### config.mk
export PLATFORM = sky130hd
export DESIGN_NAME = sensor_rising_edge_event_log_unit
export DESIGN_NICKNAME = d
export VERILOG_FILES = /design/src/hdl/sreel_pkg.sv /design/src/hdl/sreel_ram.sv /design/src/hdl/sensor_rising_edge_event_log_unit.sv
export SDC_FILE = /design/constraint.sdc
export NUM_CORES = 1
export LEC_CHECK = 0
export BUFFER_PORTS_ARGS = -buffer_cell sky130_fd_sc_hd__buf_4
export CORE_ASPECT_RATIO = 0.5
export CORE_MARGIN = 2
export CORE_UTILIZATION = 25
export DETAILED_ROUTE_END_ITERATION = 8
export GPL_ROUTABILITY_DRIVEN = 0
export GPL_TIMING_DRIVEN = 0
export PLACE_DENSITY = 0.38
export SKIP_CTS_REPAIR_TIMING = 1
export SLEW_MARGIN = 0
export SYNTH_ARGS = -nofsm -noshare
export SYNTH_HDL_FRONTEND = slang
export SYNTH_SLANG_ARGS = --single-unit
### constraint.sdc
create_clock -name i_clk -period 9.06 [get_ports i_clk]
set_input_delay 1.359 -clock i_clk [delete_from_list [all_inputs] [get_ports i_clk]]
set_output_delay 1.359 -clock i_clk [all_outputs]
set_load 0.005 [all_outputs]
### src/hdl/sreel_pkg.sv
// ----------------------------------------------------------------------------
// sreel_pkg
// Shared constants for the sensor rising edge event log.
// ----------------------------------------------------------------------------
package sreel_pkg;

    localparam int HISTORY_SLOTS      = 16;
    localparam int MODULE_COUNT       = 5;
    localparam int SENSORS_PER_MODULE = 16;

    localparam int OP_W      = 1;
    localparam int MODULE_W  = 3;
    localparam int BITS_W    = 16;
    localparam int POS_W     = 4;
    localparam int SENSOR_W  = 5;
    localparam int COUNT_W   = 4;
    localparam int ENTRY_W   = MODULE_W + SENSOR_W;

    localparam logic [OP_W-1:0] OP_SAMPLE = 1'b0;
    localparam logic [OP_W-1:0] OP_READ   = 1'b1;

endpackage

### src/hdl/sreel_ram.sv
// ----------------------------------------------------------------------------
// sreel_ram
// Generic simple dual-port RAM, one write port, one registered read port.
// ----------------------------------------------------------------------------
module sreel_ram #(
    parameter int WIDTH = 8,
    parameter int DEPTH = 16,
    parameter int AW    = (DEPTH > 1) ? $clog2(DEPTH) : 1
) (
    input  logic             i_clk,
    input  logic             i_wr_en,
    input  logic [AW-1:0]    i_wr_addr,
    input  logic [WIDTH-1:0] i_wr_data,
    input  logic             i_rd_en,
    input  logic [AW-1:0]    i_rd_addr,
    output logic [WIDTH-1:0] o_rd_data
);

    logic [WIDTH-1:0] r_mem [DEPTH];
    logic [WIDTH-1:0] r_rd_data;

    always_ff @(posedge i_clk) begin
        if (i_wr_en) begin
            r_mem[i_wr_addr] <= i_wr_data;
        end
        if (i_rd_en) begin
            r_rd_data <= r_mem[i_rd_addr];
        end
    end

    assign o_rd_data = r_rd_data;

endmodule

### src/hdl/sensor_rising_edge_event_log_unit.sv
// Read op: an accepted beat moves the unit to the reply state, which
// registers the result beat once the output is free. Sample op: the edge
// state checks the word, then the scan walks the sensors from sensor 1 up,
// one sensor per cycle while the output is not stalled, and emits one event
// beat per rising bit. A new input beat is taken only when the unit is idle.
// Reset clears all previous words and empties the history ring at once.
// ----------------------------------------------------------------------------
// sensor_rising_edge_event_log_unit
// Rising edge detector over per-module contact words with an event history
// ring that keeps the newest HISTORY_SLOTS - 1 events.
// ----------------------------------------------------------------------------
module sensor_rising_edge_event_log_unit #(
    parameter int HISTORY_SLOTS      = sreel_pkg::HISTORY_SLOTS,
    parameter int MODULE_COUNT       = sreel_pkg::MODULE_COUNT,
    parameter int SENSORS_PER_MODULE = sreel_pkg::SENSORS_PER_MODULE
) (
    input  logic                           i_clk,
    input  logic                           i_rst_n,
    input  logic                           i_in_valid,
    output logic                           o_in_stall,
    input  logic [sreel_pkg::OP_W-1:0]     i_op,
    input  logic [sreel_pkg::MODULE_W-1:0] i_module_index,
    input  logic [sreel_pkg::BITS_W-1:0]   i_sensor_bits,
    input  logic [sreel_pkg::POS_W-1:0]    i_history_position,
    output logic                           o_out_valid,
    input  logic                           i_out_stall,
    output logic [sreel_pkg::MODULE_W-1:0] o_event_module,
    output logic [sreel_pkg::SENSOR_W-1:0] o_event_sensor,
    output logic                           o_entry_valid,
    output logic [sreel_pkg::COUNT_W-1:0]  o_history_count,
    output logic                           o_last_result
);

    localparam int CW   = $clog2(HISTORY_SLOTS);
    localparam int BW   = (MODULE_COUNT > 1) ? $clog2(MODULE_COUNT) : 1;
    localparam int S    = SENSORS_PER_MODULE;
    localparam int SNW  = $clog2(SENSORS_PER_MODULE + 1);
    localparam int CMPW = ((CW > sreel_pkg::POS_W) ? CW : sreel_pkg::POS_W) + 1;
    localparam int MCW  = sreel_pkg::MODULE_W + 2;

    localparam logic [CMPW-1:0] SLOTS_C   = CMPW'(HISTORY_SLOTS);
    localparam logic [CW-1:0]   LAST_SLOT = CW'(HISTORY_SLOTS - 1);
    localparam logic [MCW-1:0]  MOD_LIMIT = MCW'(MODULE_COUNT);

    typedef enum logic [3:0] {
        S_IDLE  = 4'b0001,
        S_EDGE  = 4'b0010,
        S_SCAN  = 4'b0100,
        S_REPLY = 4'b1000
    } t_state;

    t_state r_state, n_state;
    logic [MODULE_COUNT-1:0] r_bank_vld, n_bank_vld;
    logic [CW-1:0] r_oldest, n_oldest;
    logic [CW-1:0] r_next, n_next;
    logic [CW-1:0] r_count, n_count;
    logic r_out_vld, n_out_vld;

    logic [sreel_pkg::MODULE_W-1:0] r_module, n_module;
    logic [S-1:0] r_cur, n_cur;
    logic r_hit, n_hit;
    logic [S-1:0] r_rise, n_rise;
    logic [SNW-1:0] r_sensor, n_sensor;

    logic [sreel_pkg::MODULE_W-1:0] r_o_module, n_o_module;
    logic [sreel_pkg::SENSOR_W-1:0] r_o_sensor, n_o_sensor;
    logic r_o_valid, n_o_valid;
    logic [sreel_pkg::COUNT_W-1:0] r_o_count, n_o_count;
    logic r_o_last, n_o_last;

    logic in_acc;
    logic out_free;
    logic mod_ok;
    logic hit_now;
    logic [CMPW-1:0] pos_sum;
    logic [CMPW-1:0] pos_wrap;

    logic bank_rd_en;
    logic bank_wr_en;
    logic [BW-1:0] bank_idx;
    logic [S-1:0] bank_rd_data;
    logic [S-1:0] prev_word;
    logic [S-1:0] rising;

    logic hist_rd_en;
    logic hist_wr_en;
    logic [CW-1:0] hist_rd_addr;
    logic [sreel_pkg::ENTRY_W-1:0] hist_wr_data;
    logic [sreel_pkg::ENTRY_W-1:0] hist_rd_data;

    logic top_bit;
    logic [S-1:0] rest;
    logic emit;
    logic [CW-1:0] push_next;
    logic [CW-1:0] push_oldest;
    logic [CW-1:0] push_count;

    assign in_acc   = i_in_valid && (r_state == S_IDLE);
    assign out_free = !r_out_vld || !i_out_stall;
    assign mod_ok   = MCW'(i_module_index) < MOD_LIMIT;
    assign hit_now  = CMPW'(i_history_position) < CMPW'(r_count);
    assign pos_sum  = CMPW'(r_oldest) + CMPW'(i_history_position);
    assign pos_wrap = (pos_sum >= SLOTS_C) ? (pos_sum - SLOTS_C) : pos_sum;

    assign bank_rd_en   = in_acc && (i_op == sreel_pkg::OP_SAMPLE) && mod_ok;
    assign bank_wr_en   = (r_state == S_EDGE);
    assign bank_idx     = (r_state == S_IDLE) ? BW'(i_module_index) : BW'(r_module);
    assign prev_word    = r_bank_vld[BW'(r_module)] ? bank_rd_data : '0;
    assign rising       = r_cur & ~prev_word;

    assign hist_rd_en   = in_acc && (i_op == sreel_pkg::OP_READ) && hit_now;
    assign hist_rd_addr = CW'(pos_wrap);
    assign hist_wr_data = {r_module, sreel_pkg::SENSOR_W'(r_sensor)};

    assign top_bit = r_rise[S-1];
    assign rest    = r_rise << 1;
    assign emit    = (r_state == S_SCAN) && top_bit && out_free;
    assign hist_wr_en = emit;

    assign push_next   = (r_next == LAST_SLOT) ? '0 : r_next + 1'b1;
    assign push_oldest = (r_count == LAST_SLOT) ?
                         ((r_oldest == LAST_SLOT) ? '0 : r_oldest + 1'b1) : r_oldest;
    assign push_count  = (r_count == LAST_SLOT) ? r_count : r_count + 1'b1;

    sreel_ram #(
        .WIDTH (S),
        .DEPTH (MODULE_COUNT),
        .AW    (BW)
    ) u_bank_ram (
        .i_clk     (i_clk),
        .i_wr_en   (bank_wr_en),
        .i_wr_addr (bank_idx),
        .i_wr_data (r_cur),
        .i_rd_en   (bank_rd_en),
        .i_rd_addr (bank_idx),
        .o_rd_data (bank_rd_data)
    );

    sreel_ram #(
        .WIDTH (sreel_pkg::ENTRY_W),
        .DEPTH (HISTORY_SLOTS),
        .AW    (CW)
    ) u_hist_ram (
        .i_clk     (i_clk),
        .i_wr_en   (hist_wr_en),
        .i_wr_addr (r_next),
        .i_wr_data (hist_wr_data),
        .i_rd_en   (hist_rd_en),
        .i_rd_addr (hist_rd_addr),
        .o_rd_data (hist_rd_data)
    );

    always_comb begin
        n_state    = r_state;
        n_bank_vld = r_bank_vld;
        n_oldest   = r_oldest;
        n_next     = r_next;
        n_count    = r_count;
        n_out_vld  = r_out_vld && i_out_stall;
        n_module   = r_module;
        n_cur      = r_cur;
        n_hit      = r_hit;
        n_rise     = r_rise;
        n_sensor   = r_sensor;
        n_o_module = r_o_module;
        n_o_sensor = r_o_sensor;
        n_o_valid  = r_o_valid;
        n_o_count  = r_o_count;
        n_o_last   = r_o_last;

        unique case (r_state)
            S_IDLE: begin
                if (in_acc) begin
                    n_module = i_module_index;
                    n_cur    = S'(i_sensor_bits);
                    n_hit    = hit_now;
                    if (i_op == sreel_pkg::OP_READ) begin
                        n_state = S_REPLY;
                    end else if (mod_ok) begin
                        n_state = S_EDGE;
                    end
                end
            end
            S_EDGE: begin
                n_bank_vld[BW'(r_module)] = 1'b1;
                n_rise   = rising;
                n_sensor = SNW'(1);
                n_state  = (rising == '0) ? S_IDLE : S_SCAN;
            end
            S_SCAN: begin
                if (!top_bit) begin
                    n_rise   = rest;
                    n_sensor = r_sensor + 1'b1;
                end else if (out_free) begin
                    n_rise     = rest;
                    n_sensor   = r_sensor + 1'b1;
                    n_next     = push_next;
                    n_oldest   = push_oldest;
                    n_count    = push_count;
                    n_out_vld  = 1'b1;
                    n_o_module = r_module;
                    n_o_sensor = sreel_pkg::SENSOR_W'(r_sensor);
                    n_o_valid  = 1'b1;
                    n_o_count  = sreel_pkg::COUNT_W'(push_count);
                    n_o_last   = (rest == '0);
                    if (rest == '0) begin
                        n_state = S_IDLE;
                    end
                end
            end
            S_REPLY: begin
                if (out_free) begin
                    n_out_vld  = 1'b1;
                    n_o_module = r_hit ? hist_rd_data[sreel_pkg::ENTRY_W-1:sreel_pkg::SENSOR_W]
                                       : '0;
                    n_o_sensor = r_hit ? hist_rd_data[sreel_pkg::SENSOR_W-1:0] : '0;
                    n_o_valid  = r_hit;
                    n_o_count  = sreel_pkg::COUNT_W'(r_count);
                    n_o_last   = 1'b1;
                    n_state    = S_IDLE;
                end
            end
            default: begin
                n_state = S_IDLE;
            end
        endcase
    end

    always_ff @(posedge i_clk) begin
        if (!i_rst_n) begin
            r_state    <= S_IDLE;
            r_bank_vld <= '0;
            r_oldest   <= '0;
            r_next     <= '0;
            r_count    <= '0;
            r_out_vld  <= 1'b0;
        end else begin
            r_state    <= n_state;
            r_bank_vld <= n_bank_vld;
            r_oldest   <= n_oldest;
            r_next     <= n_next;
            r_count    <= n_count;
            r_out_vld  <= n_out_vld;
        end
    end

    always_ff @(posedge i_clk) begin
        r_module   <= n_module;
        r_cur      <= n_cur;
        r_hit      <= n_hit;
        r_rise     <= n_rise;
        r_sensor   <= n_sensor;
        r_o_module <= n_o_module;
        r_o_sensor <= n_o_sensor;
        r_o_valid  <= n_o_valid;
        r_o_count  <= n_o_count;
        r_o_last   <= n_o_last;
    end

    assign o_in_stall      = (r_state != S_IDLE);
    assign o_out_valid     = r_out_vld;
    assign o_event_module  = r_o_module;
    assign o_event_sensor  = r_o_sensor;
    assign o_entry_valid   = r_o_valid;
    assign o_history_count = r_o_count;
    assign o_last_result   = r_o_last;

endmodule

==> results of run 1 <==
[how the worst max path moves through the flow]
stage	startpoint	end	slack (ns)	cells after the start
2_1_floorplan	i_module_index[2]	u_bank_ram.r_mem[2][0]	5.43	4
3_3_place_gp	i_module_index[0]	u_bank_ram.r_mem[1][6]	3.69	4
3_5_place_dp	i_history_position[0]	u_hist_ram.o_rd_data[7]	4.24	9
4_1_cts	i_history_position[0]	u_hist_ram.o_rd_data[7]	4.85	9
5_1_grt	i_history_position[0]	u_hist_ram.o_rd_data[7]	4.78	9
6_report	i_history_position[0]	u_hist_ram.o_rd_data[7]	4.94	9
[registers in the layout, summed over array words and instances (netlist names), 5 cells and up]
signal                flops
r_sensor                  5
u_bank_ram.r_mem         80
u_hist_ram.r_mem        128
u_hist_ram.o_rd_data      8
r_rise                   16
r_cur                    16
r_bank_vld                5
o_event_sensor            5
u_bank_ram.o_rd_data     16
[worst max-delay path: cells and delay by family]
kind            cells  cell delay [ns]
fa+ha+maj           2             0.81
mux                 2             0.76
compound gates      1             0.15
buf+inv             4             1.33
[cell usage in the layout, fill, tap and decap left out, types with 3 or more instances in the layout]
cell type	count
inv_1	25
mux4_2	32
clkinv_2	6
nor2b_1	8
buf_2	11
a21o_1	3
nand4_1	6
nand3_1	7
mux2_2	3
a21oi_1	57
nand3b_1	3
or3_1	3
nand2b_1	9
edfxtp_1	287
nor3_2	7
ha_1	13
xor2_1	5
and3_1	3
clkbuf_1	22
xnor2_1	5
buf_4	46
a211oi_1	10
mux2i_1	28
nor2_1	42
nor3_1	3
nand2_1	79
dfxtp_1	22
clkbuf_16	31
buf_8	3
clkinv_1	7
a32o_1	3
o21ai_0	49
bufinv_16	6
nor4_1	4
and2b_1	3
[layout make-up]
class,count,area share [%]
plain buffers,31,0.890
clock buffers,35,5.41
clock inverters,22,1.78
inverters,25,0.642
multi-input cells,417,21.0
flip-flops and latches,309,61.9
well taps,649,5.55
repair buffers,51,2.82
[cells in the mapped netlist, types with 10 or more instances]
| cell type | n | area, sq um |
|---|---|---|
| inv_1 | 25 | 93.8 |
| ha_1 | 13 | 163 |
| nor2_1 | 43 | 161 |
| nand2_1 | 79 | 297 |
| mux4_2 | 32 | 721 |
| buf_2 | 11 | 55.1 |
| edfxtp_1 | 287 | 8620 |
| clkbuf_1 | 18 | 67.6 |
| a211oi_1 | 10 | 75.1 |
| mux2i_1 | 28 | 280 |
| a21oi_1 | 58 | 290 |
| o21ai_0 | 49 | 245 |
| dfxtp_1 | 22 | 440 |
[power by group through the flow]
stage               Combinational [mW]  Clock, mW  Sequential (mW)
floorplan                        0.107          0             1.63
global placement                 0.173          0             1.64
detailed placement               0.176          0             1.64
CTS                              0.176       1.38             1.61
global route                     0.191       1.44             1.61
finish                           0.170       1.35             1.61
[layer usage]
metal / global-route usage, % / part of all wire [%] / vias up / wire length (um)
li1: - / - / 3160 / -
met1: 15.3 / 47 / 3387 / 13900
met2: 19.8 / 48 / 98 / 14200
met3: 2.07 / 3.3 / 41 / 974
met4: 2.62 / 1.7 / 0 / 512
met5: 0 / 0 / - / 0
[per-stage QoR]
| stage | util, % | instance area (sq um) | hold WS (ns) |
|---|---|---|---|
| global route | 30.1 | 14600 | 0.500 |
| detailed placement | 28.0 | 13600 | 0.455 |
| global placement | 27.7 | 13400 | 0.443 |
| floorplan | - | 12300 | 0.431 |
| finish | 30.1 | 14600 | 0.467 |
| CTS | 30.1 | 14600 | 0.470 |
[cells by family after synthesis]
family | share of synthesized area [%]
flip-flops | 73.6
multiplexers | 8.40
adder cells (fa/ha/maj) | 1.48
XOR/XNOR | 0.711
buffers and inverters | 1.82
AO/OA/AOI/OAI | 6.73
AND/OR/NAND/NOR | 7.28
==> out/qor.txt, run 1 <==
CTS tree = yes
initial antenna violation count = 0
Synth Net Count = 824
n_diodes = 0
Vias = 6686
Ys Warns = 0
final layout net count = 908
Largest stage delay, worst path = 0.65 ns
max-slew violation count = 0
setup ws final = 4.94 ns
RSZ-0062 raised after global routing = false
CP required = 9.36 ns
CTS H-tree depth = 1
Core Footprint = 48600 sq um
Reg2Reg Capture Point = u_hist_ram.o_rd_data[7]
Syn Std Cell Area = 12300 sq um
Cell Pwr Density = 214 nW/um^2
cell-internal power = 2.44 mW
EDFF count, synth = 287
DP HPWL = 19.5 mm
Reg power frac = 51.5%
final setup violation count = 0
multi-input logic area = 3070 sq um
crit-path most repeated cell = clkbuf_1
cts bufs inserted = 31
WHS Path Cells = 2
Comb power frac = 5.4%
number of placed I/O pins = 44
Initial DRC Count = 447
CP Capture Type = flip-flop
Worst R2R Start = r_oldest[0]
Clock power frac = 43.0%
max-cap viol count = 0
min Tclk post-route = 4.12 ns
die width = 318 um
post-synthesis register bit count = 309
post-route ant nets = 0
register area = 9060 sq um
Sw Pwr = 0.682 mW
Total Routing Usage GR = 11.6%
largest net degree at the start of global routing = 26
peak supply drop = 0.126 mV
area of the die = 51100 sq um
Initial Util = 25.3%
Worst setup SP type = input port
outcome = finished, final reports clean
min-delay src = r_bank_vld[0]
Reg2Reg Setup Slack = 5.34 ns
sequential fraction of the synthesis area = 73.6%
pre-CTS WS = 4.24 ns
switching share of power = 21.8%
clk buf depth = 3
Pre-antenna DRT Iters = 5
FFs w/ async S/R, synth = 0%
cells on worst reg2reg path = 8
P_leak = 4.81 nW
Final Cycle Share = 45.5%
Critical-path top delay cell = fa_1
Root Driver = clkbuf_16
area grow syn2layout = 18.8%
final hold vios = 0
Pwr Total = 3.13 mW
clock skew = 0.0246 ns
WS Path Type = input port to flip-flop
Max Fclk = 0.243 GHz
cells along the critical path = buf_4 > ha_1 > inv_1 > fa_1 > clkbuf_1 > clkbuf_1 > mux4_2 > mux2i_1 > a21oi_1
drt drc = 0
clock slew at reported path FFs = 0.06 ns
synthesized instance count = 782
final wirelength = 29.6 mm
Netlist cell types = 51
proportion of layout cells with a drive suffix above 1 = 18.1%
setup TNS = 0 ns
Synth Area per Inst = 15.7 sq um
Slew @ Worst Pin = 1.13 ns
Hold Path Class = flip-flop to flip-flop
worst-skew pair later-pin latency = 0.58 ns
Die Y = 161 um
Worst EP arrival = 4.42 ns
DR WL/cell = 19.3 um
CP max FO = 10
Finished Layout Cells = 1539
via density per instance = 4.34
vias in the first global route = 7017
FP Rows = 57
relative slew slack = 22.8%
first-pass GRT wire length = 44.3 mm
Clock Sinks = 309
Inst Count DP = 1482
# fillers = 4813
global route total overflow = 0
ys flop type = edfxtp_1
WHS Endpoint = r_bank_vld[0]
Buffers on Ports = 43
(Power assumes the default switching activity.)
==> inputs of run 2 (changes only) <==
--- a/config.mk
+++ b/config.mk
@@ -5,6 +5,7 @@
 export SDC_FILE = /design/constraint.sdc
 export NUM_CORES = 1
 export LEC_CHECK = 0
+export ABC_AREA = 1
 export BUFFER_PORTS_ARGS = -buffer_cell sky130_fd_sc_hd__buf_4
 export CORE_ASPECT_RATIO = 0.5
 export CORE_MARGIN = 2
@@ -12,7 +13,7 @@
 export DETAILED_ROUTE_END_ITERATION = 8
 export GPL_ROUTABILITY_DRIVEN = 0
 export GPL_TIMING_DRIVEN = 0
-export PLACE_DENSITY = 0.38
+export PLACE_DENSITY = 0.39
 export SKIP_CTS_REPAIR_TIMING = 1
 export SLEW_MARGIN = 0
 export SYNTH_ARGS = -nofsm -noshare
==> constraint.sdc (replaced) <==
create_clock -name i_clk -period 3.65 [get_ports i_clk]
set_input_delay 0.5475 -clock i_clk [delete_from_list [all_inputs] [get_ports i_clk]]
set_output_delay 0.5475 -clock i_clk [all_outputs]
set_load 0.005 [all_outputs]
==> run 2 against run 1 <==
  * Combinational power rose to 3.8 times the previous value
  * Via count rose by 17%
  * Worst hold slack got worse by 0.31 ns
  * Die area rose by 1.0%
  * Sequential share of layout area fell by 0.16 points
  * Worst setup slack got worse by 4.4 ns
  * Clock skew fell by 0.018 ns
  * Sequential cell count did not move
  * Count of clock-buffer cells in the layout rose by 4
  * Critical path depth rose by 1
  * Cell area rose by 0.26%
  * Critical path type is now flip-flop to flip-flop
  * Critical endpoint is now u_hist_ram.o_rd_data[6]
==> out/qor.txt, run 2 <==
outcome = finished, final reports clean
largest net degree at the start of global routing = 22
cts bufs inserted = 31
max-slew violation count = 0
Placed Area = 13700 sq um
CTS tree = yes
vias in the first global route = 7930
Final Cycle Share = 84.6%
Clock power frac = 39.3%
Reg power frac = 52.3%
Largest Register = u_hist_ram.r_mem
P_leak = 4.80 nW
clock slew at reported path FFs = 0.07 ns
post-route ant nets = 0
via density per instance = 4.50
Buffers on Ports = 43
Core Footprint = 48900 sq um
initial antenna violation count = 0
Netlist cell types = 40
first-pass GRT wire length = 50.6 mm
top cells by area, synth = edfxtp_1 (69%), nor2_1 (5.7%), o21ai_0 (4.1%)
dominant cell type by area after synthesis = edfxtp_1
Vias = 7795
Die Y = 162 um
most used standard cell by instance count after synthesis = edfxtp_1
peak supply drop = 0.286 mV
Total Routing Usage GR = 13.0%
Cell Pwr Density = 530 nW/um^2
Initial Util = 25.5%
Top Registers = u_hist_ram.r_mem x128, u_bank_ram.r_mem x80
final setup violation count = 0
max FFs per register = 128
Clock Sinks = 309
CP Capture Type = flip-flop
FP Rows = 57
relative slew slack = 13.7%
max-cap viol count = 0
cell-internal power = 5.88 mW
drt drc = 0
worst-skew pair later-pin latency = 0.57 ns
WS Path Type = flip-flop to flip-flop
Root Driver = clkbuf_16
Worst EP arrival = 3.44 ns
# fillers = 4948
Pre-antenna DRT Iters = 5
synthesized instance count = 977
CTS H-tree depth = 1
Comb power frac = 8.4%
min Tclk post-route = 3.09 ns
area of the die = 51700 sq um
RSZ-0062 raised after global routing = false
EDFF count, synth = 287
Initial DRC Count = 554
Slew @ Worst Pin = 1.29 ns
most frequent cells in the layout = edfxtp_1 (287), nor2_1 (184), nand2_1 (121), o21ai_0 (101), buf_4 (45)
proportion of layout cells with a drive suffix above 1 = 14.1%
Post-synth top cells = edfxtp_1 (287), nor2_1 (188), nand2_1 (121), o21ai_0 (101), inv_1 (39)
Pwr Total = 7.77 mW
switching share of power = 24.2%
Sw Pwr = 1.88 mW
post-synthesis register bit count = 309
final wirelength = 33.6 mm
Worst setup SP type = flip-flop
Synth Net Count = 1019
Synth Area per Inst = 12.7 sq um
Ys Warns = 0
DR WL/cell = 19.4 um
final hold vios = 0
clock skew = 0.00660 ns
most common cell after layout, fill and taps aside = edfxtp_1
Max Fclk = 0.324 GHz
CP required = 4.00 ns
Syn Std Cell Area = 12400 sq um
area grow syn2layout = 17.9%
FFs w/ async S/R, synth = 0%
DP HPWL = 22.0 mm
global route total overflow = 0
Inst Count DP = 1676
die width = 319 um
Synth top area share = 69.3%
sequential fraction of the synthesis area = 72.8%
n_diodes = 0
Finished Layout Cells = 1732
Final Cell Area = 14700 sq um
number of placed I/O pins = 44
ys flop type = edfxtp_1
CP max FO = 10
final layout net count = 1102
Hold Path Class = input port to flip-flop
clk buf depth = 3
[run 2: cell count changes after synthesis, moves of 14 or more]
| cell | previous run | this run |
|---|---|---|
| nor2_1 | 43 | 188 |
| o21ai_0 | 49 | 101 |
| nand2_1 | 79 | 121 |
| a21oi_1 | 58 | 17 |
| mux4_2 | 32 | 0 |
| o32ai_1 | 0 | 32 |
| mux2i_1 | 28 | 0 |
| nand3_1 | 7 | 25 |
| o221ai_1 | 0 | 16 |
| inv_1 | 25 | 39 |
[run 2: power by group through the flow]
| stage | logic [mW] | clock network [mW] | registers (mW) |
|---|---|---|---|
| 2_1_floorplan | 0.382 | 0 | 4.10 |
| 3_3_place_gp | 0.643 | 0 | 4.14 |
| 3_5_place_dp | 0.667 | 0 | 4.14 |
| 4_1_cts | 0.671 | 3.15 | 4.07 |
| 5_1_grt | 0.729 | 3.29 | 4.08 |
| 6_report | 0.651 | 3.05 | 4.07 |
[run 2: area by class of cell]
type	instances	area, sq um	share of cell area [%]
buffer	42	200	1.37
clock buffer	39	806	5.49
clock inverter	17	145	0.990
inverter	46	173	1.18
multi-input combinational	580	3040	20.7
sequential	309	9060	61.8
tap	649	812	5.54
timing repair buffer	50	429	2.93
[run 2: final timing paths]
check	depth (start not counted)	end	slack, ns	startpoint
min	1	r_cur[11]	0.16	i_sensor_bits[11]
min reg2reg	2	r_bank_vld[1]	0.48	r_bank_vld[1]
max	10	u_hist_ram.o_rd_data[6]	0.56	r_oldest[0]
max reg2reg	10	u_hist_ram.o_rd_data[6]	0.56	r_oldest[0]
[run 2: logic make-up after synthesis]
family / Yosys count / share of synthesized area, %
buffers and inverters: 88 / 3.00
adders and majority gates: 14 / 1.47
and+or+nand+nor: 366 / 12.2
muxes: 8 / 0.724
AOI/OAI and AO/OA: 186 / 9.35
DFF: 309 / 72.8
xor gates and xnor gates: 6 / 0.422
[run 2: metrics by stage]
stage	setup WS (ns)	hold slack [ns]	utilization, %	setup TNS [ns]
6_report	0.561	0.156	30.0	0
4_1_cts	0.476	0.124	30.0	0
3_5_place_dp	0.263	0.464	28.1	0
5_1_grt	0.328	0.132	30.0	0
2_1_floorplan	0.816	0.440	-	0
3_3_place_gp	-0.791	0.456	27.8	-19.04
[run 2: worst max-delay path, stage by stage (launching register included)]
cell,delay (ns)
dfxtp_1,0.38
ha_1,0.19
inv_1,0.05
fa_1,0.46
buf_2,0.26
buf_2,0.32
clkbuf_1,0.40
o21ai_0,0.17
o32ai_1,0.20
nand2_1,0.09
a31oi_1,0.34
[run 2: layer usage]
metal / vias up / GRT usage [%] / share of wire, %
li1: 3715 / - / -
met1: 3921 / 17.2 / 46
met2: 117 / 22.2 / 48
met3: 42 / 2.36 / 3.5
met4: 0 / 3.09 / 2.2
met5: - / 0 / 0
==> inputs of run 3 (changes only) <==
==> constraint.sdc (replaced) <==
create_clock -name i_clk -period 2.62 [get_ports i_clk]
set_input_delay 0.393 -clock i_clk [delete_from_list [all_inputs] [get_ports i_clk]]
set_output_delay 0.393 -clock i_clk [all_outputs]
set_load 0.005 [all_outputs]
==> run 3 against run 2 <==
  * Register-to-register slack got worse by 0.52 ns
  * Via count rose by 2.4%
  * Clock power rose by 45%
  * Fmax rose by 20%
  * Core utilization rose by 1.1 points
  * Sequential power rose by 39%
  * Clock skew rose by 0.0067 ns
  * Cell count rose by 1.5%
  * Worst setup slack got worse by 0.52 ns
  * Largest power group unchanged
  * Non-clock buffer count rose by 25
==> out/qor.txt, run 3 (synthesis gave the netlist of run 2 again) <==
outcome = finished, final reports clean
Worst setup SP type = flip-flop
CTS H-tree depth = 1
CTS tree = yes
proportion of layout cells with a drive suffix above 1 = 18.6%
Top Registers = u_hist_ram.r_mem x128, u_bank_ram.r_mem x80
CP Capture Type = flip-flop
global route total overflow = 0
Final Util = 31.1%
pre-CTS WS = -0.593 ns
post-route ant nets = 0
Initial Util = 25.5%
max-slew violation count = 0
largest net degree at the start of global routing = 22
first-pass GRT wire length = 50.8 mm
DR WL/cell = 19.4 um
Worst EP arrival = 2.77 ns
vias in the first global route = 8052
setup TNS = 0 ns
final hold vios = 0
Placed Area = 13700 sq um
Total Routing Usage GR = 12.9%
Core Footprint = 48900 sq um
via density per instance = 4.54
setup ws final = 0.0381 ns
cells on worst reg2reg path = 7
area of the die = 51700 sq um
Vias = 7984
worst-skew pair later-pin latency = 0.57 ns
cts bufs inserted = 31
Pwr Total = 11.1 mW
final layout net count = 1128
Final Cycle Share = 98.5%
WHS Path Cells = 1
area grow syn2layout = 22.3%
CP max FO = 8
Clock Sinks = 309
Final Cell Area = 15200 sq um
final setup violation count = 0
Max Fclk = 0.387 GHz
final wirelength = 34.1 mm
max-cap viol count = 0
# fillers = 4908
number of placed I/O pins = 44
Initial DRC Count = 542
Hold Path Class = input port to flip-flop
clock slew at reported path FFs = 0.06 ns
P_leak = 5.04 nW
initial antenna violation count = 0
relative slew slack = 30.2%
clock skew = 0.0133 ns
CP required = 2.81 ns
Buffers on Ports = 43
min Tclk post-route = 2.58 ns
peak supply drop = 0.419 mV
Die Y = 162 um
clk buf depth = 3
RSZ-0062 raised after global routing = true
drt drc = 0
die width = 319 um
max FFs per register = 128
Pre-antenna DRT Iters = 5
Root Driver = clkbuf_16
WS Path Type = flip-flop to flip-flop
Cell Pwr Density = 729 nW/um^2
most frequent cells in the layout = edfxtp_1 (287), nor2_1 (175), nand2_1 (120), o21ai_0 (101), buf_4 (57)
FP Rows = 57
n_diodes = 0
Slew @ Worst Pin = 1.05 ns
most common cell after layout, fill and taps aside = edfxtp_1
DP HPWL = 22.1 mm
Largest Register = u_hist_ram.r_mem
==> run 3: cell count changes in the layout (fill, tap and decap cells not counted), moves of 8 or more <==
cell / before / now
dlygate4sd3_1: 0 / 16
clkbuf_1: 28 / 15
buf_4: 45 / 57
nor2_1: 184 / 175
nor2_2: 5 / 13
o32ai_1: 32 / 24
==> run 3: final cells by class <==
class / count / area, sq um / area share, %
sequential: 309 / 9060 / 59.6
clock buffer: 36 / 825 / 5.42
timing repair buffer: 75 / 669 / 4.40
buffer: 42 / 235 / 1.55
inverter: 46 / 173 / 1.13
clock inverter: 20 / 173 / 1.13
tap: 649 / 812 / 5.34
multi-input combinational: 581 / 3270 / 21.5
==> run 3: final timing paths <==
| check | from | endpoint | slack [ns] |
|---|---|---|---|
| max | r_state[0] | u_hist_ram.r_mem[9][6] | 0.04 |
| min | i_module_index[2] | r_module[2] | 0.05 |
| max reg2reg | r_state[0] | u_hist_ram.r_mem[9][6] | 0.04 |
| min reg2reg | r_bank_vld[1] | r_bank_vld[1] | 0.48 |
==> run 3: per-layer routing <==
| layer | wire (um) | up-vias | track usage [%] |
|---|---|---|---|
| met1 | 16400 | 4014 | 17.8 |
| met3 | 1290 | 46 | 1.98 |
| li1 | - | 3769 | - |
| met5 | 0 | - | 0 |
| met2 | 15900 | 155 | 21.4 |
| met4 | 581 | 0 | 3.02 |
==> run 3: metrics by stage <==
stage	instances	hold WS, ns
3_5_place_dp	1676	0.461
3_3_place_gp	1669	0.451
5_1_grt	1758	0.0202
4_1_cts	1732	-0.0374
2_1_floorplan	977	0.440
6_report	1758	0.0474
==> run 3: critical path: stages (launching register included) <==
cell and delay, ns:
dfxtp_1 0.33, nor2_1 0.16, nand3_2 0.20, inv_2 0.14, nand3_2 0.16, inv_1 0.26, nand2_1 0.19, nor2_1 0.76
==> run 3: where the power goes <==
group	total, mW	internal [mW]	switching [mW]	leakage, nW
logic	1.01	0.327	0.685	1.78
clock network	4.43	2.53	1.90	0.502
registers	5.65	5.55	0.0946	2.77
total	11.1	8.41	2.68	5.04
